## config.mk

```make
export PLATFORM = sky130hd
export DESIGN_NAME = aligned_window_allocator_core
export DESIGN_NICKNAME = d
export VERILOG_FILES = /design/src/sv/awa_pkg.sv /design/src/sv/awa_csr.sv /design/src/sv/awa_alu.sv /design/src/sv/awa_seq.sv /design/src/sv/aligned_window_allocator_core.sv
export SDC_FILE = /design/constraint.sdc
export NUM_CORES = 1
export LEC_CHECK = 0
export BUFFER_PORTS_ARGS = -buffer_cell sky130_fd_sc_hd__clkbuf_2
export CORE_ASPECT_RATIO = 0.75
export CORE_MARGIN = 2
export CORE_UTILIZATION = 60
export DETAILED_ROUTE_END_ITERATION = 6
export GPL_TIMING_DRIVEN = 0
export PLACE_DENSITY = 0.81
export SLEW_MARGIN = 15
export SYNTH_ARGS = -nofsm -noshare
export SYNTH_HDL_FRONTEND = slang
export SYNTH_HIERARCHICAL = 1
export SYNTH_SLANG_ARGS = --single-unit
```

## constraint.sdc

```tcl
create_clock -name clock -period 13.01 [get_ports clock]
set_clock_uncertainty 0.2 [all_clocks]
set_input_delay 1.301 -clock clock [delete_from_list [all_inputs] [get_ports clock]]
set_output_delay 1.301 -clock clock [all_outputs]
set_load 0.005 [all_outputs]
```

## src/sv/awa_pkg.sv

```systemverilog
// ----------------------------------------------------------------------------
// awa_pkg: shared types and constants for the aligned window allocator
// Holds the field widths, the request and response beats, the window view
// passed from the register file to the sequencer, and the adder opcodes.
// ----------------------------------------------------------------------------
package awa_pkg;

   localparam int NUM_WINDOWS   = 2;
   localparam int ADDR_WIDTH    = 48;
   localparam int WIN_IDX_WIDTH = 1;
   localparam int FILL_WIDTH    = ADDR_WIDTH + 1;
   localparam int OFF_WIDTH     = ADDR_WIDTH + 2;
   localparam int CALC_WIDTH    = ADDR_WIDTH + 3;
   localparam int KIND_WIDTH    = 2;
   localparam int STATUS_WIDTH  = 2;
   localparam int PADDR_WIDTH   = 6;
   localparam int PDATA_WIDTH   = 64;

   // Window and request kinds.
   localparam logic [KIND_WIDTH-1:0] KIND_OFF = 2'd0;
   localparam logic [KIND_WIDTH-1:0] KIND_IO  = 2'd1;
   localparam logic [KIND_WIDTH-1:0] KIND_MEM = 2'd2;

   // Response status codes.
   localparam logic [STATUS_WIDTH-1:0] STATUS_GRANT   = 2'd0;
   localparam logic [STATUS_WIDTH-1:0] STATUS_NOSPACE = 2'd1;
   localparam logic [STATUS_WIDTH-1:0] STATUS_ZERO    = 2'd2;

   // Register slots within one window.
   localparam logic [1:0] REG_TYPE      = 2'd0;
   localparam logic [1:0] REG_BUS_BASE  = 2'd1;
   localparam logic [1:0] REG_HOST_BASE = 2'd2;
   localparam logic [1:0] REG_LENGTH    = 2'd3;

   typedef struct packed {
      logic [KIND_WIDTH-1:0] req_kind;
      logic [ADDR_WIDTH-1:0] req_size;
   } req_type;

   typedef struct packed {
      logic [STATUS_WIDTH-1:0] status;
      logic [ADDR_WIDTH-1:0]   bus_addr;
      logic [ADDR_WIDTH-1:0]   host_addr;
   } rsp_type;

   typedef struct packed {
      logic [KIND_WIDTH-1:0] kind;
      logic [ADDR_WIDTH-1:0] bus_base;
      logic [ADDR_WIDTH-1:0] host_origin;
      logic [ADDR_WIDTH-1:0] size;
      logic [FILL_WIDTH-1:0] fill;
   } win_view_type;

   typedef struct packed {
      logic                     en;
      logic [WIN_IDX_WIDTH-1:0] win;
      logic [FILL_WIDTH-1:0]    value;
   } fill_upd_type;

   typedef struct packed {
      logic [ADDR_WIDTH-1:0] size;
      logic [ADDR_WIDTH-1:0] mask;
      logic [FILL_WIDTH-1:0] fill;
      logic [OFF_WIDTH-1:0]  off;
      logic [ADDR_WIDTH-1:0] bus_base;
      logic [ADDR_WIDTH-1:0] host_origin;
   } alu_src_type;

   typedef enum logic [2:0] {
      ALU_NOP,
      ALU_DEC,
      ALU_ROUND,
      ALU_END,
      ALU_BUS,
      ALU_HOST
   } alu_op_type;

   typedef enum logic [2:0] {
      ST_IDLE,
      ST_MASK,
      ST_SELECT,
      ST_ROUND,
      ST_END,
      ST_BUS,
      ST_HOST,
      ST_DONE
   } seq_state_type;

endpackage

```

## src/sv/awa_csr.sv

```systemverilog
// ----------------------------------------------------------------------------
// awa_csr: window register file and fill offsets
// Decodes the APB-style port, holds the per-window registers and fill
// offsets, and presents the window that the sequencer is working on.
// ----------------------------------------------------------------------------
module awa_csr (
   input  logic                             clock,
   input  logic                             reset,
   input  logic                             psel,
   input  logic                             penable,
   input  logic                             pwrite,
   input  logic [awa_pkg::PADDR_WIDTH-1:0]  paddr,
   input  logic [awa_pkg::PDATA_WIDTH-1:0]  pwdata,
   output logic [awa_pkg::PDATA_WIDTH-1:0]  prdata,
   input  logic [awa_pkg::WIN_IDX_WIDTH-1:0] win_sel,
   input  awa_pkg::fill_upd_type            fill_upd,
   output awa_pkg::win_view_type            win_view
);
   import awa_pkg::*;

   logic [KIND_WIDTH-1:0] type_ff [NUM_WINDOWS];
   logic [KIND_WIDTH-1:0] type_in [NUM_WINDOWS];
   logic [ADDR_WIDTH-1:0] bus_ff  [NUM_WINDOWS];
   logic [ADDR_WIDTH-1:0] bus_in  [NUM_WINDOWS];
   logic [ADDR_WIDTH-1:0] host_ff [NUM_WINDOWS];
   logic [ADDR_WIDTH-1:0] host_in [NUM_WINDOWS];
   logic [ADDR_WIDTH-1:0] size_ff [NUM_WINDOWS];
   logic [ADDR_WIDTH-1:0] size_in [NUM_WINDOWS];
   logic [FILL_WIDTH-1:0] fill_ff [NUM_WINDOWS];
   logic [FILL_WIDTH-1:0] fill_in [NUM_WINDOWS];

   logic                     wr_en;
   logic [WIN_IDX_WIDTH-1:0] wr_win;
   logic [1:0]               wr_reg;

   assign wr_en  = psel & penable & pwrite;
   assign wr_win = paddr[5];
   assign wr_reg = paddr[4:3];

   always_comb begin
      for (int w = 0; w < NUM_WINDOWS; w++) begin
         type_in[w] = type_ff[w];
         bus_in[w]  = bus_ff[w];
         host_in[w] = host_ff[w];
         size_in[w] = size_ff[w];
         fill_in[w] = fill_ff[w];
         if (fill_upd.en && fill_upd.win == WIN_IDX_WIDTH'(w)) begin
            fill_in[w] = fill_upd.value;
         end
         if (wr_en && wr_win == WIN_IDX_WIDTH'(w)) begin
            unique case (wr_reg)
               REG_TYPE:      type_in[w] = pwdata[KIND_WIDTH-1:0];
               REG_BUS_BASE:  bus_in[w]  = pwdata[ADDR_WIDTH-1:0];
               REG_HOST_BASE: host_in[w] = pwdata[ADDR_WIDTH-1:0];
               REG_LENGTH: begin
                  // A new window size starts the window over from its base.
                  size_in[w] = pwdata[ADDR_WIDTH-1:0];
                  fill_in[w] = '0;
               end
               default: ;
            endcase
         end
      end
   end

   always_ff @(posedge clock) begin
      if (reset) begin
         for (int w = 0; w < NUM_WINDOWS; w++) begin
            type_ff[w] <= KIND_OFF;
            bus_ff[w]  <= '0;
            host_ff[w] <= '0;
            size_ff[w] <= '0;
            fill_ff[w] <= '0;
         end
      end else begin
         for (int w = 0; w < NUM_WINDOWS; w++) begin
            type_ff[w] <= type_in[w];
            bus_ff[w]  <= bus_in[w];
            host_ff[w] <= host_in[w];
            size_ff[w] <= size_in[w];
            fill_ff[w] <= fill_in[w];
         end
      end
   end

   always_comb begin
      unique case (wr_reg)
         REG_TYPE:      prdata = PDATA_WIDTH'(type_ff[wr_win]);
         REG_BUS_BASE:  prdata = PDATA_WIDTH'(bus_ff[wr_win]);
         REG_HOST_BASE: prdata = PDATA_WIDTH'(host_ff[wr_win]);
         REG_LENGTH:    prdata = PDATA_WIDTH'(size_ff[wr_win]);
         default:       prdata = '0;
      endcase
   end

   always_comb begin
      win_view.kind        = type_ff[win_sel];
      win_view.bus_base    = bus_ff[win_sel];
      win_view.host_origin = host_ff[win_sel];
      win_view.size        = size_ff[win_sel];
      win_view.fill        = fill_ff[win_sel];
   end

endmodule

```

## src/sv/awa_alu.sv

```systemverilog
// ----------------------------------------------------------------------------
// awa_alu: shared address adder
// One wide adder with an operand selector; the sequencer steps it through
// the mask, rounding, end and address computations of a request.
// ----------------------------------------------------------------------------
module awa_alu (
   input  awa_pkg::alu_op_type             alu_op,
   input  awa_pkg::alu_src_type            alu_src,
   output logic [awa_pkg::CALC_WIDTH-1:0]  alu_sum
);
   import awa_pkg::*;

   logic [CALC_WIDTH-1:0] opa;
   logic [CALC_WIDTH-1:0] opb;

   always_comb begin
      unique case (alu_op)
         ALU_DEC: begin
            // Adding all ones subtracts one.
            opa = CALC_WIDTH'(alu_src.size);
            opb = '1;
         end
         ALU_ROUND: begin
            opa = CALC_WIDTH'(alu_src.fill);
            opb = CALC_WIDTH'(alu_src.mask);
         end
         ALU_END: begin
            opa = CALC_WIDTH'(alu_src.off);
            opb = CALC_WIDTH'(alu_src.size);
         end
         ALU_BUS: begin
            opa = CALC_WIDTH'(alu_src.bus_base);
            opb = CALC_WIDTH'(alu_src.off);
         end
         ALU_HOST: begin
            opa = CALC_WIDTH'(alu_src.host_origin);
            opb = CALC_WIDTH'(alu_src.off);
         end
         default: begin
            opa = '0;
            opb = '0;
         end
      endcase
   end

   assign alu_sum = opa + opb;

endmodule

```

## src/sv/awa_seq.sv

```systemverilog
// ----------------------------------------------------------------------------
// awa_seq: request sequencer
// Walks the windows in order for one request, drives the shared adder,
// updates the fill offset on a grant and holds the response register.
// ----------------------------------------------------------------------------
module awa_seq (
   input  logic                              clock,
   input  logic                              reset,
   input  logic                              req_valid,
   output logic                              req_ready,
   input  awa_pkg::req_type                  req_data,
   output logic                              rsp_valid,
   input  logic                              rsp_ready,
   output awa_pkg::rsp_type                  rsp_data,
   input  awa_pkg::win_view_type             win_view,
   output logic [awa_pkg::WIN_IDX_WIDTH-1:0] win_sel,
   output awa_pkg::fill_upd_type             fill_upd,
   output awa_pkg::alu_op_type               alu_op,
   output awa_pkg::alu_src_type              alu_src,
   input  logic [awa_pkg::CALC_WIDTH-1:0]    alu_sum
);
   import awa_pkg::*;

   seq_state_type            state_ff, state_in;
   logic [WIN_IDX_WIDTH-1:0] win_ff, win_in;
   logic [KIND_WIDTH-1:0]    kind_ff, kind_in;
   logic [ADDR_WIDTH-1:0]    size_ff, size_in;
   logic [ADDR_WIDTH-1:0]    mask_ff, mask_in;
   logic [OFF_WIDTH-1:0]     off_ff, off_in;
   logic [ADDR_WIDTH-1:0]    bus_ff, bus_in;
   logic [ADDR_WIDTH-1:0]    host_ff, host_in;
   logic [STATUS_WIDTH-1:0]  status_ff, status_in;
   logic                     rsp_valid_ff, rsp_valid_in;
   rsp_type                  rsp_data_ff, rsp_data_in;
   logic                     last_win;
   logic                     kind_ok;

   assign last_win = (win_ff == WIN_IDX_WIDTH'(NUM_WINDOWS - 1));
   assign kind_ok  = (kind_ff == KIND_IO) || (kind_ff == KIND_MEM);

   always_comb begin
      alu_src.size        = size_ff;
      alu_src.mask        = mask_ff;
      alu_src.fill        = win_view.fill;
      alu_src.off         = off_ff;
      alu_src.bus_base    = win_view.bus_base;
      alu_src.host_origin = win_view.host_origin;
   end

   always_comb begin
      state_in       = state_ff;
      win_in         = win_ff;
      kind_in        = kind_ff;
      size_in        = size_ff;
      mask_in        = mask_ff;
      off_in         = off_ff;
      bus_in         = bus_ff;
      host_in        = host_ff;
      status_in      = status_ff;
      rsp_valid_in   = rsp_valid_ff & ~rsp_ready;
      rsp_data_in    = rsp_data_ff;
      alu_op         = ALU_NOP;
      fill_upd.en    = 1'b0;
      fill_upd.win   = win_ff;
      fill_upd.value = alu_sum[FILL_WIDTH-1:0];

      unique case (state_ff)
         ST_IDLE: begin
            if (req_valid) begin
               kind_in  = req_data.req_kind;
               size_in  = req_data.req_size;
               win_in   = '0;
               state_in = ST_MASK;
            end
         end
         ST_MASK: begin
            alu_op  = ALU_DEC;
            mask_in = alu_sum[ADDR_WIDTH-1:0];
            if (size_ff == '0) begin
               status_in = STATUS_ZERO;
               state_in  = ST_DONE;
            end else begin
               state_in = ST_SELECT;
            end
         end
         ST_SELECT: begin
            if (kind_ok && win_view.kind == kind_ff) begin
               state_in = ST_ROUND;
            end else if (last_win) begin
               status_in = STATUS_NOSPACE;
               state_in  = ST_DONE;
            end else begin
               win_in   = win_ff + 1'b1;
               state_in = ST_SELECT;
            end
         end
         ST_ROUND: begin
            alu_op   = ALU_ROUND;
            off_in   = alu_sum[OFF_WIDTH-1:0] & ~OFF_WIDTH'(mask_ff);
            state_in = ST_END;
         end
         ST_END: begin
            alu_op = ALU_END;
            // The end is compared at full width so that nothing wraps.
            if (alu_sum <= CALC_WIDTH'(win_view.size)) begin
               fill_upd.en = 1'b1;
               state_in    = ST_BUS;
            end else if (last_win) begin
               status_in = STATUS_NOSPACE;
               state_in  = ST_DONE;
            end else begin
               win_in   = win_ff + 1'b1;
               state_in = ST_SELECT;
            end
         end
         ST_BUS: begin
            alu_op   = ALU_BUS;
            bus_in   = alu_sum[ADDR_WIDTH-1:0];
            state_in = ST_HOST;
         end
         ST_HOST: begin
            alu_op    = ALU_HOST;
            host_in   = alu_sum[ADDR_WIDTH-1:0];
            status_in = STATUS_GRANT;
            state_in  = ST_DONE;
         end
         ST_DONE: begin
            if (!rsp_valid_ff || rsp_ready) begin
               rsp_valid_in       = 1'b1;
               rsp_data_in.status = status_ff;
               if (status_ff == STATUS_GRANT) begin
                  rsp_data_in.bus_addr  = bus_ff;
                  rsp_data_in.host_addr = host_ff;
               end else begin
                  rsp_data_in.bus_addr  = '0;
                  rsp_data_in.host_addr = '0;
               end
               state_in = ST_IDLE;
            end
         end
         default: state_in = ST_IDLE;
      endcase
   end

   always_ff @(posedge clock) begin
      if (reset) begin
         state_ff     <= ST_IDLE;
         win_ff       <= '0;
         rsp_valid_ff <= 1'b0;
      end else begin
         state_ff     <= state_in;
         win_ff       <= win_in;
         rsp_valid_ff <= rsp_valid_in;
      end
   end

   always_ff @(posedge clock) begin
      kind_ff     <= kind_in;
      size_ff     <= size_in;
      mask_ff     <= mask_in;
      off_ff      <= off_in;
      bus_ff      <= bus_in;
      host_ff     <= host_in;
      status_ff   <= status_in;
      rsp_data_ff <= rsp_data_in;
   end

   assign req_ready = (state_ff == ST_IDLE);
   assign rsp_valid = rsp_valid_ff;
   assign rsp_data  = rsp_data_ff;
   assign win_sel   = win_ff;

endmodule

```

## src/sv/aligned_window_allocator_core.sv

```systemverilog
// ----------------------------------------------------------------------------
// aligned_window_allocator_core: aligned address allocator over two windows
// Hands out ranges from two bus windows, aligned to power-of-two request
// sizes, and reports both the bus-side and host-side address of each grant.
// ----------------------------------------------------------------------------
// One request beat is handled at a time; req_ready is high only while the
// block is idle. All arithmetic runs on a single shared 51-bit adder stepped
// by a small sequencer, so the time to a response is set by the adder steps:
// a zero size answers after the mask step; each window is checked for kind,
// one of the wanted kind goes through the rounding and end steps, one with
// no room passes on to the next, and a grant adds the bus and host address
// steps. The next request is taken in the cycle after the response register
// is loaded, even while that response still waits on rsp_ready. Writing a
// window's size register restarts its fill offset at zero; registers must be
// written only while no request is in flight; the block does not enforce it.
module aligned_window_allocator_core (
   input  logic                            clock,
   input  logic                            reset,
   input  logic                            req_valid,
   output logic                            req_ready,
   input  awa_pkg::req_type                req_data,
   output logic                            rsp_valid,
   input  logic                            rsp_ready,
   output awa_pkg::rsp_type                rsp_data,
   input  logic                            psel,
   input  logic                            penable,
   input  logic                            pwrite,
   input  logic [awa_pkg::PADDR_WIDTH-1:0] paddr,
   input  logic [awa_pkg::PDATA_WIDTH-1:0] pwdata,
   output logic [awa_pkg::PDATA_WIDTH-1:0] prdata,
   output logic                            pready
);
   import awa_pkg::*;

   win_view_type             win_view;
   logic [WIN_IDX_WIDTH-1:0] win_sel;
   fill_upd_type             fill_upd;
   alu_op_type               alu_op;
   alu_src_type              alu_src;
   logic [CALC_WIDTH-1:0]    alu_sum;

   assign pready = 1'b1;

   awa_csr u_csr (
      .clock    (clock),
      .reset    (reset),
      .psel     (psel),
      .penable  (penable),
      .pwrite   (pwrite),
      .paddr    (paddr),
      .pwdata   (pwdata),
      .prdata   (prdata),
      .win_sel  (win_sel),
      .fill_upd (fill_upd),
      .win_view (win_view)
   );

   awa_alu u_alu (
      .alu_op  (alu_op),
      .alu_src (alu_src),
      .alu_sum (alu_sum)
   );

   awa_seq u_seq (
      .clock     (clock),
      .reset     (reset),
      .req_valid (req_valid),
      .req_ready (req_ready),
      .req_data  (req_data),
      .rsp_valid (rsp_valid),
      .rsp_ready (rsp_ready),
      .rsp_data  (rsp_data),
      .win_view  (win_view),
      .win_sel   (win_sel),
      .fill_upd  (fill_upd),
      .alu_op    (alu_op),
      .alu_src   (alu_src),
      .alu_sum   (alu_sum)
   );

`ifndef SYNTHESIS
   // A response that is not a grant carries no addresses.
   assert property (@(posedge clock) disable iff (reset)
      rsp_valid && rsp_data.status != STATUS_GRANT
      |-> rsp_data.bus_addr == '0 && rsp_data.host_addr == '0)
      else $error("non-grant response carries an address");

   // The block is busy in the cycle after it takes a request.
   assert property (@(posedge clock) disable iff (reset)
      req_valid && req_ready |=> !req_ready)
      else $error("request taken while a request is in flight");

   // A fill offset never moves past the end of its window.
   assert property (@(posedge clock) disable iff (reset)
      fill_upd.en |-> fill_upd.value <= FILL_WIDTH'(win_view.size))
      else $error("fill offset advanced past window size");

   // The fill offset only advances while the shared adder computes the end.
   assert property (@(posedge clock) disable iff (reset)
      fill_upd.en |-> alu_op == ALU_END && fill_upd.win == win_sel)
      else $error("fill offset written outside the end step");
`endif

endmodule

```

==> qor.yml <==
cts:
  clk_pin_slew_ns: 0.06
  clockBufferDepth: 3
  cts_tree: "done"
  cts_max_level: 3
  holdBufCountCts: 0
  postCtsSetupBuffers: 0
  cts.repair.resized: 0
  cts_inserted_buffers: 73
  clock-sinks: 739
  cts_root_buf: "clkbuf_16"
  clk_latency_ns: 0.63
finish:
  layout-drive-gt1-share_pct: 26.1
  area_growth_syn_to_layout_pct: 13.5
  fin_area_um2: 44400
  fillers: 4787
  nets: 4003
setup_path:
  critPathRequiredTime_ns: 13.35
  max_stage_delay_ns: 0.95
  worstSetupPathType: "register to register"
  cpMaxStageDelayCell: "buf_1"
  arrival_ns: 11.74
  start_kind: "register"
  reg2reg_setup_slack_ns: 1.60
  cp-end-kind: "register"
  crit_fanout: 31
synthesis:
  synth_edf_count: 636
  ys.flop_type: "edfxtp_1"
  synth.most_common_cell: "edfxtp_1"
  synth_top_area_share_pct: 48.8
  synth_common_cells: "edfxtp_1 (636), nand2_1 (320), mux2_2 (290), a21oi_1 (275), and2_1 (246)"
  synth_cell_types: 80
  async_flop_share_pct: 0
  synth_area_leader_cell: "edfxtp_1"
  synth_seq_cells: 739
  ys_seq_area_share_pct: 54.1
  yosys_warnings: 6
  syn_area_um2: 39100
  netlist_instances: 3408
  synth.avg_cell_area_um2: 11.5
  synth_area_leaders: "edfxtp_1 (49%), mux2_2 (8.3%), dfxtp_1 (5.3%), buf_4 (4.2%), and2_1 (3.9%)"
global_routing:
  grt_max_degree: 58
  grt_pass1_vias: 28400
  grtUsageTotal_pct: 34.1
  met2_usage_pct: 52.8
  grt_busiest_layer: "met2"
  grt_pass1_wl_um: 172000
  met3_usage_pct: 6.29
  antenna_found_initial: 2
  grt_use_met1_pct: 47.0
  grt-ovfl-total: 0
power:
  p_comb_share_pct: 49.9
  net-switching-power_mw: 4.43
  switching_share_pct: 41.3
  ir_drop_uv: 147
  seqPwrFrac_pct: 30.8
  internal-power_mw: 6.28
  p_leak_nw: 16.8
  power_density_nw_per_um2: 241
  clockPowerShare_pct: 19.3
worst_hold_path:
  min_path_type: "register to register"
timing:
  setup_tns_ns: 0
  period_needed_ns: 11.41
  drv_slew: 0
  slew_headroom_pct: 18.0
  finalSetupViolCount: 0
  period_share_pct: 87.7
  fmax_mhz: 87.7
  rsz0062_at_grt: "false"
  finalHoldViolCount: 0
  tightest_slew_ns: 1.23
placed_design:
  dp_hpwl_um: 84300
  placed_area_um2: 42100
  gp_congestion: 0.970
  port_buffers: 255
floorplanning:
  core-area_um2: 64900
  io_pins: 292
  initial_core_util_pct: 60.3
  die_x_um: 299
  die_h_um: 225
  placementRows: 81
  die-area_um2: 67300
job:
  maxCapViolCount: 0
detailed_routing:
  drt_wl_total_um: 116000
  antenna_left: 0
  wl_per_cell_um: 24.7
  vias: 29200
  firstDrtPassIters: 5
  vias_per_cell: 6.21
  dr.first_iter.drc_count: 3738
  drc: 0
outcome:
  run_status: "complete, no violations"
## power groups by stage
stage | Sequential (mW) | Combinational [mW] | Clock, mW
detailed placement | 3.33 | 5.18 | 0
global route | 3.32 | 5.67 | 2.18
finish | 3.30 | 5.34 | 2.07
global placement | 3.35 | 5.02 | 0
floorplan | 3.27 | 3.51 | 0
CTS | 3.29 | 5.22 | 2.09
## worst max-delay path: cells and delay by family (launching register included)
family	cells	cell delay, ns
buffers and inverters	9	3.63
XOR/XNOR	1	0.71
adder cells (fa/ha/maj)	3	1.02
AO/OA/AOI/OAI	16	4.08
AND/OR/NAND/NOR	5	1.16
flip-flops	1	0.49
## kinds of logic after synthesis
kind of cell | after synthesis | synth area share, %
xor+xnor | 44 | 0.985
flops | 739 | 54.1
other cells | 2 | 0.0192
compound gates | 728 | 11.6
buf+inv | 501 | 7.30
simple gates | 902 | 11.7
fa+ha+maj | 100 | 3.22
mux | 392 | 11.1
## cell type report
type | instances | area [um^2] | area share (%)
flip-flops and latches | 739 | 21200 | 47.7
multi-input cells | 2183 | 15200 | 34.3
plain buffers | 421 | 2560 | 5.76
clock buffers | 97 | 2010 | 4.53
repair buffers | 278 | 1740 | 3.92
well taps | 871 | 1090 | 2.45
inverters | 80 | 303 | 0.682
clock inverters | 32 | 289 | 0.651
diodes | 1 | 2.50 | 0.00564
## registers in the layout, indices dropped and copies added, names as in the netlist
name             cells
u_seq/status_ff      2
u_csr/type_ff        4
u_seq/bus_ff        48
u_seq/size_ff       48
u_seq/off_ff        50
u_csr/size_ff       96
u_seq/rsp_valid      1
u_csr/bus_ff        96
u_seq/host_ff       48
u_seq/state_ff       3
u_seq/mask_ff       48
u_csr/host_ff       96
u_csr/fill_ff       98
u_seq/kind_ff        2
u_seq/rsp_data      98
u_seq/win_sel        1
## final timing paths
path / endpoint / start / depth (start not counted)
worst min register to register: u_csr/fill_ff[1][2]$_SDFF_PP0_ / u_csr/fill_ff[1][2]$_SDFF_PP0_ / 2
worst max-delay path: u_csr/fill_ff[1][14]$_SDFF_PP0_ / u_seq/state_ff[0]$_SDFFE_PP0P_ / 34
worst min-delay path: u_csr/fill_ff[1][2]$_SDFF_PP0_ / u_csr/fill_ff[1][2]$_SDFF_PP0_ / 2
worst max register to register: u_csr/fill_ff[1][14]$_SDFF_PP0_ / u_seq/state_ff[0]$_SDFFE_PP0P_ / 34
## cell usage in the layout (no fill, tap or decap), types with 18 or more instances in the layout
master       n
edfxtp_1   636
nand2_1    320
mux2_2     290
a21oi_1    275
clkbuf_2   263
and2_1     244
buf_4      223
clkbuf_1   130
o21ai_0    118
nor2_1     103
dfxtp_1    103
ha_1        99
mux2i_1     98
clkbuf_16   76
inv_1       76
nor2b_1     58
nand2b_1    56
buf_2       54
o22ai_1     50
a21boi_0    50
a221oi_1    48
a22oi_1     46
nand4_1     32
a21o_1      30
xnor2_1     26
nand3_1     22
xor2_1      18
## stage by stage
step / utilization, % / worst slack, ns / hold slack (ns) / power [mW] / cells
floorplan: - / 4.75 / 0.227 / 6.79 / 3423
global placement: 64.0 / 0.526 / 0.238 / 8.37 / 4549
detailed placement: 64.9 / 2.08 / 0.244 / 8.51 / 4572
CTS: 68.4 / 1.99 / 0.252 / 10.6 / 4701
global route: 68.4 / 1.30 / 0.264 / 11.2 / 4701
finish: 68.4 / 1.60 / 0.253 / 10.7 / 4702
## per-layer routing
| layer | share of wire [%] | vias to the layer above |
|---|---|---|
| met4 | 4.8 | 0 |
| met3 | 10 | 321 |
| li1 | - | 13000 |
| met5 | 0 | - |
| met1 | 40 | 14100 |
| met2 | 45 | 1779 |
(Power assumes the default switching activity.)
